[config.mk]
export PLATFORM = sky130hd
export DESIGN_NAME = tts_seq
export DESIGN_NICKNAME = d
export VERILOG_FILES = /design/src/hw/rtl/tts_pkg.sv /design/src/hw/rtl/tts_seq.sv
export SDC_FILE = /design/constraint.sdc
export NUM_CORES = 1
export LEC_CHECK = 0
export BUFFER_PORTS_ARGS = -buffer_cell sky130_fd_sc_hd__buf_2
export CAP_MARGIN = 20
export CORE_MARGIN = 4
export CORE_UTILIZATION = 44
export DETAILED_ROUTE_END_ITERATION = 6
export PLACE_DENSITY = 0.76
export SKIP_LAST_GASP = 1
export SLEW_MARGIN = 20
export SYNTH_ARGS = -nofsm -noshare
export SYNTH_HDL_FRONTEND = slang
export SYNTH_SLANG_ARGS = --single-unit
[constraint.sdc]
create_clock -name i_clk -period 1.6 [get_ports i_clk]
set_input_delay 0.32 -clock i_clk [delete_from_list [all_inputs] [get_ports i_clk]]
set_output_delay 0.32 -clock i_clk [all_outputs]
set_load 0.02 [all_outputs]
[src/hw/rtl/tts_pkg.sv]
`timescale 1ns / 1ps
// ----------------------------------------------------------------------------
// tts_pkg: shared types and microcode for the text terminal writer
// Screen geometry, character codes, the control word layout and the
// read-only microprogram stepped by tts_seq.
// ----------------------------------------------------------------------------
package tts_pkg;

    localparam int COLS      = 64;
    localparam int ROWS      = 16;
    localparam int CELLS     = COLS * ROWS;
    localparam int AW        = $clog2(CELLS);
    localparam int CW        = $clog2(COLS);
    localparam int CHAR_W    = 7;
    localparam int LAST_DEST = CELLS - COLS - 1;   // last cell written by the row copy
    localparam int BOT_ROW   = CELLS - COLS;       // first cell of the bottom row

    localparam logic [7:0] CODE_LF    = 8'h0A;
    localparam logic [7:0] CODE_CR    = 8'h0D;
    localparam logic [7:0] CODE_FF    = 8'h0C;
    localparam logic [7:0] CODE_LEFT  = 8'h0F;
    localparam logic [7:0] CODE_ERASE = 8'h7F;
    localparam logic [7:0] CODE_SPACE = 8'h20;
    localparam logic [7:0] CODE_TILDE = 8'h7E;

    // microprogram entries
    typedef enum logic [3:0] {
        U_IDLE, U_CLR, U_RD0, U_RD1, U_DONE, U_LF, U_CR, U_LEFT,
        U_ERASE, U_PUT, U_PUTW, U_FF, U_PRIME, U_COPY, U_TAIL, U_FILL
    } t_upc;

    typedef enum logic [1:0] {K_ALWAYS, K_ADDR_LAST, K_COPY_LAST, K_OUT_FREE} t_cond;
    typedef enum logic [1:0] {A_HOLD, A_INC, A_BOT} t_aop;
    typedef enum logic {R_ITEM, R_SRC} t_rsel;
    typedef enum logic [1:0] {W_ZERO, W_SPACE, W_CHAR, W_RDATA} t_wsel;
    typedef enum logic [1:0] {WA_ADDR, WA_CURSOR, WA_PREV} t_wasel;
    typedef enum logic [2:0] {CU_HOLD, CU_LF, CU_CR, CU_LEFT, CU_HOME, CU_ADV} t_cop;

    typedef struct packed {
        logic   ready;      // waiting for an item
        logic   we;
        t_wsel  wsel;
        t_wasel wasel;
        t_rsel  rsel;
        t_aop   aop;
        t_cop   cop;
        logic   cell_load;
        logic   out_load;
        t_cond  cond;
        t_upc   loop_pc;    // taken while cond is false
        t_upc   next_pc;    // taken once cond is true
    } t_uword;

    typedef struct packed {
        logic accept;
        t_upc entry;
        logic addr_last;
        logic copy_last;
        logic out_free;
    } t_seq_stat;

    function automatic t_uword ucode(t_upc pc);
        t_uword w;
        w         = '0;
        w.cond    = K_ALWAYS;
        w.loop_pc = pc;
        w.next_pc = U_DONE;
        case (pc)
            U_IDLE: begin
                w.ready   = 1'b1;
                w.next_pc = U_IDLE;
            end
            U_CLR: begin
                w.we = 1'b1; w.wsel = W_ZERO; w.wasel = WA_ADDR; w.aop = A_INC;
                w.cond = K_ADDR_LAST; w.next_pc = U_IDLE;
            end
            U_RD0: begin
                w.rsel = R_ITEM; w.next_pc = U_RD1;
            end
            U_RD1: w.cell_load = 1'b1;
            U_DONE: begin
                w.out_load = 1'b1; w.cond = K_OUT_FREE; w.next_pc = U_IDLE;
            end
            U_LF:   w.cop = CU_LF;
            U_CR:   w.cop = CU_CR;
            U_LEFT: w.cop = CU_LEFT;
            U_ERASE: begin
                w.we = 1'b1; w.wsel = W_SPACE; w.wasel = WA_CURSOR;
            end
            U_PUT: begin
                w.we = 1'b1; w.wsel = W_CHAR; w.wasel = WA_CURSOR; w.cop = CU_ADV;
            end
            U_PUTW: begin
                w.we = 1'b1; w.wsel = W_CHAR; w.wasel = WA_CURSOR; w.cop = CU_ADV;
                w.next_pc = U_PRIME;
            end
            U_FF: begin
                w.cop = CU_HOME; w.next_pc = U_FILL;
            end
            U_PRIME: begin
                w.rsel = R_SRC; w.aop = A_INC; w.next_pc = U_COPY;
            end
            U_COPY: begin
                w.rsel = R_SRC; w.we = 1'b1; w.wsel = W_RDATA; w.wasel = WA_PREV;
                w.aop = A_INC; w.cond = K_COPY_LAST; w.next_pc = U_TAIL;
            end
            U_TAIL: begin
                w.we = 1'b1; w.wsel = W_RDATA; w.wasel = WA_PREV; w.aop = A_BOT;
                w.next_pc = U_FILL;
            end
            U_FILL: begin
                w.we = 1'b1; w.wsel = W_SPACE; w.wasel = WA_ADDR; w.aop = A_INC;
                w.cond = K_ADDR_LAST;
            end
            default: w.next_pc = U_IDLE;
        endcase
        return w;
    endfunction

endpackage

[src/hw/rtl/tts_seq.sv]
`timescale 1ns / 1ps
// ----------------------------------------------------------------------------
// tts_seq: microprogram sequencer
// Step counter over the control store; dispatches on an accepted item and
// loops on a step until its condition holds.
// ----------------------------------------------------------------------------
module tts_seq (
    input  logic               i_clk,
    input  logic               i_rst_n,
    input  tts_pkg::t_seq_stat i_stat,
    output tts_pkg::t_uword    o_uw
);
    import tts_pkg::*;

    t_upc   r_pc;
    t_upc   n_pc;
    t_uword w_uw;
    logic   w_cond_ok;

    assign w_uw = ucode(r_pc);
    assign o_uw = w_uw;

    always_comb begin
        case (w_uw.cond)
            K_ALWAYS:    w_cond_ok = 1'b1;
            K_ADDR_LAST: w_cond_ok = i_stat.addr_last;
            K_COPY_LAST: w_cond_ok = i_stat.copy_last;
            K_OUT_FREE:  w_cond_ok = i_stat.out_free;
            default:     w_cond_ok = 1'b1;
        endcase
        if (w_uw.ready) begin
            n_pc = i_stat.accept ? i_stat.entry : U_IDLE;
        end else begin
            n_pc = w_cond_ok ? w_uw.next_pc : w_uw.loop_pc;
        end
    end

    // reset starts the store clearing pass
    always_ff @(posedge i_clk) begin
        if (!i_rst_n) begin
            r_pc <= U_CLR;
        end else begin
            r_pc <= n_pc;
        end
    end

endmodule

==> results by group <==
Layout
  – Most frequent cells in the layout: buf_2, buf_4, nor2_1
  – Largest Register: r_pc
  – Top Registers: r_pc x4
  – Layout cells sized above 1: 0.5970
  – # diodes: 0
  – Final cell count without fillers: 149
  – Final net count: 146
  – Synth-to-layout area growth: 62.57%
  – Most common cell after layout, fill and taps aside: buf_2
  – Max FFs per register: 4

Synth
  – Unique masters post-synth: 42
  – Sequential area share after synthesis: 0.1248
  – Syn Inst Count: 87
  – Seq cells post-synth: 4
  – Synth area leaders: dfxtp_1, nor2_1, nand2_1
  – Post-synth EDFFs: 0
  – Post-synth top area share: 0.1248
  – Main synth FF type: dfxtp_1
  – Average cell area after synthesis: 7.378 µm²
  – Cell taking the most area after synthesis: dfxtp_1
  – Mapped Area: 641.9 µm²
  – Syn nets: 97
  – Ys Warns: 0
  – Asr flop ratio synth: 0

Timing
  – Hold WS: between 0.3 and 0.4 ns
  – Final setup vio count: 8
  – Minimum clock period: between 1.5 and 2 ns
  – Max frequency: 0.5946 GHz
  – Final hold violations: 0
  – Worst slew pin tran: 0.2816 ns
  – Max transition margin: 0.8115
  – Setup TNS: -0.3588 ns
  – Slew Limit Fails: 0
  – RSZ-0062 raised after global routing: true
  – Period utilization: 1.051
  – Worst Slack Setup Final: -0.08181 ns
  – Clock skew: 0.006204 ns

Placement
  – GPL Wtd Cong: 0.8758
  – Buffers added on ports: 33
  – Detailed-placement wirelength estimate: about 1.4 mm
  – Placed Instances: about 140

Critical path
  – Critical Path AT: 1.36 ns
  – CP Launch Type: flip-flop
  – Top delay family on crit path: flip-flops
  – Max Fanout on Critical Path: 7
  – CP startpoint: r_pc[3]
  – CP max-delay cell: dfxtp_4
  – R2r startpoint: r_pc[3]
  – R2R cell count: 6
  – Crit path buf inv count: 2
  – CP peak stage delay: 0.36 ns
  – CP Depth: 4
  – Crit end category: output port
  – CP cell instances: buf_4, nor4b_4, a21o_1, buf_6
  – Req. time, crit path: 1.28 ns
  – Crit Path Class: reg2out

Outcome
  – Status: finished, violations left
  – Violated checks: negative setup slack

Clock tree
  – Clock Tree Root: clkbuf_4
  – CTS tree: done
  – H-tree depth: 1
  – Clk buf depth: 2
  – Worst-path clk slew: about 0.040 ns
  – Cts bufs inserted: 3
  – Worst skew pair latency: 0.24 ns
  – Post-CTS Hold Buffers: 0
  – Clock sinks: 4

Die
  – CORE AREA: about 1300 µm²
  – Die Width: roughly 46 µm
  – Die area: 2134 µm²
  – I/O Pins: 34
  – Initial Util: 0.4812
  – Cell Rows: 13
  – Die outline height: 46.20 µm

Detailed routing
  – Drt wl/cell: 16.30 µm
  – Drt total wl: 2.429 mm
  – Initial DRC count: 20
  – Post-DRT Antenna Nets: 0
  – First drt pass iteration count: 4
  – Via count: ~880
  – DRC: 0
  – Vias per std cell: 5.893

Pwr
  – VDD IR max: 675.7 µV
  – Power Dens Cells: 916.7 nW/µm²
  – Leakage power: a little over 0.0005 µW

GRT
  – First-pass GRT wire length: 3.118 mm
  – GRT Util Overall: 0.1942
  – Total grt overflow: 0
  – Largest net degree at the start of global routing: 13
  – Antenna violations before repair: 0
  – Number of global-route vias before repair: 742

Worst hold path
  – WHS Path Cells: 2
  – Worst Hold Launch: i_rst_n
  – Hold Crit Class: in2reg

Job
  – Max-Cap Viols: 0
## kinds of logic after synthesis
| group | count (synthesis) | share of synthesized area |
|---|---|---|
| muxes | 1 | 0.01560 |
| and+or+nand+nor | 45 | 0.3879 |
| buffers and inverters | 8 | 0.1248 |
| xor gates and xnor gates | 4 | 0.05459 |
| DFF | 4 | 0.1248 |
| AOI/OAI and AO/OA | 25 | 0.2924 |
## worst reg2reg max path, cell delays in order, from the launching register on
cell and delay [ns]:
dfxtp_4 0.36, buf_4 0.16, nor4b_4 0.34, buf_4 0.17, a21oi_2 0.04, a2bb2oi_2 0.20
mux2i_1 0.22
## through the flow
| stage | cell area [µm²] | setup slack [ns] | util | total power [µW] |
|---|---|---|---|---|
| floorplan | 656.9 | 0.03067 | - | 531.1 |
| global placement | 865.8 | 0.1092 | 0.6492 | 678.8 |
| detailed placement | 865.8 | 0.06042 | 0.6492 | 683.3 |
| CTS | 967.2 | -0.05435 | 0.7251 | 871.6 |
| global route | 1044 | -0.1286 | 0.7824 | 1009 |
| finish | 1044 | -0.08181 | 0.7824 | 956.6 |
## Yosys cell counts (all sizes together), types with 2 or more instances
cell     n
a21o     2
dfxtp    4
nand2    7
xnor2    3
nand2b   4
and2     3
nor3     4
o21ai    7
nor2    17
buf      6
or2      2
a21oi    6
## per-layer routing
| layer | global-route usage | wire length (µm) | vias up |
|---|---|---|---|
| met5 | 0 | 0 | - |
| met4 | 0.04545 | 53 | 0 |
| met3 | 0.04297 | 194 | 6 |
| met2 | 0.3214 | 1289 | 50 |
| met1 | 0.2523 | 892 | 420 |
| li1 | - | - | 402 |
## cell type report
cell class / count / area, µm²
repair buffers: 51 / 357.8
clock buffers: 3 / 22.52
inverters: 1 / 17.52
fillers: 97 / 290.3
flip-flops and latches: 4 / 95.09
multi-input cells: 75 / 531.8
well taps: 15 / 18.77
## what timing repair did
action,4_1_cts,5_1_grt
endpoints found under the hold margin,0,0
resized for setup,19,16
buffers inserted,3,5
setup endpoints to repair,12,15
pin swaps,3,4
## path summary, 6_finish.rpt
| kind | slack [ns] | endpoint |
|---|---|---|
| max | -0.08 | o_uw[8] |
| min | 0.36 | r_pc[2] |
| max reg2reg | 0.01 | r_pc[3] |
| min reg2reg | 0.56 | r_pc[3] |
## report_power, final
group | internal [µW] | switching, µW | total, µW
Clock | 84.0 | 43.1 | 127
Combinational | 319 | 356 | 675
Sequential | 117 | 36.8 | 154
(Power assumes the default switching activity.)
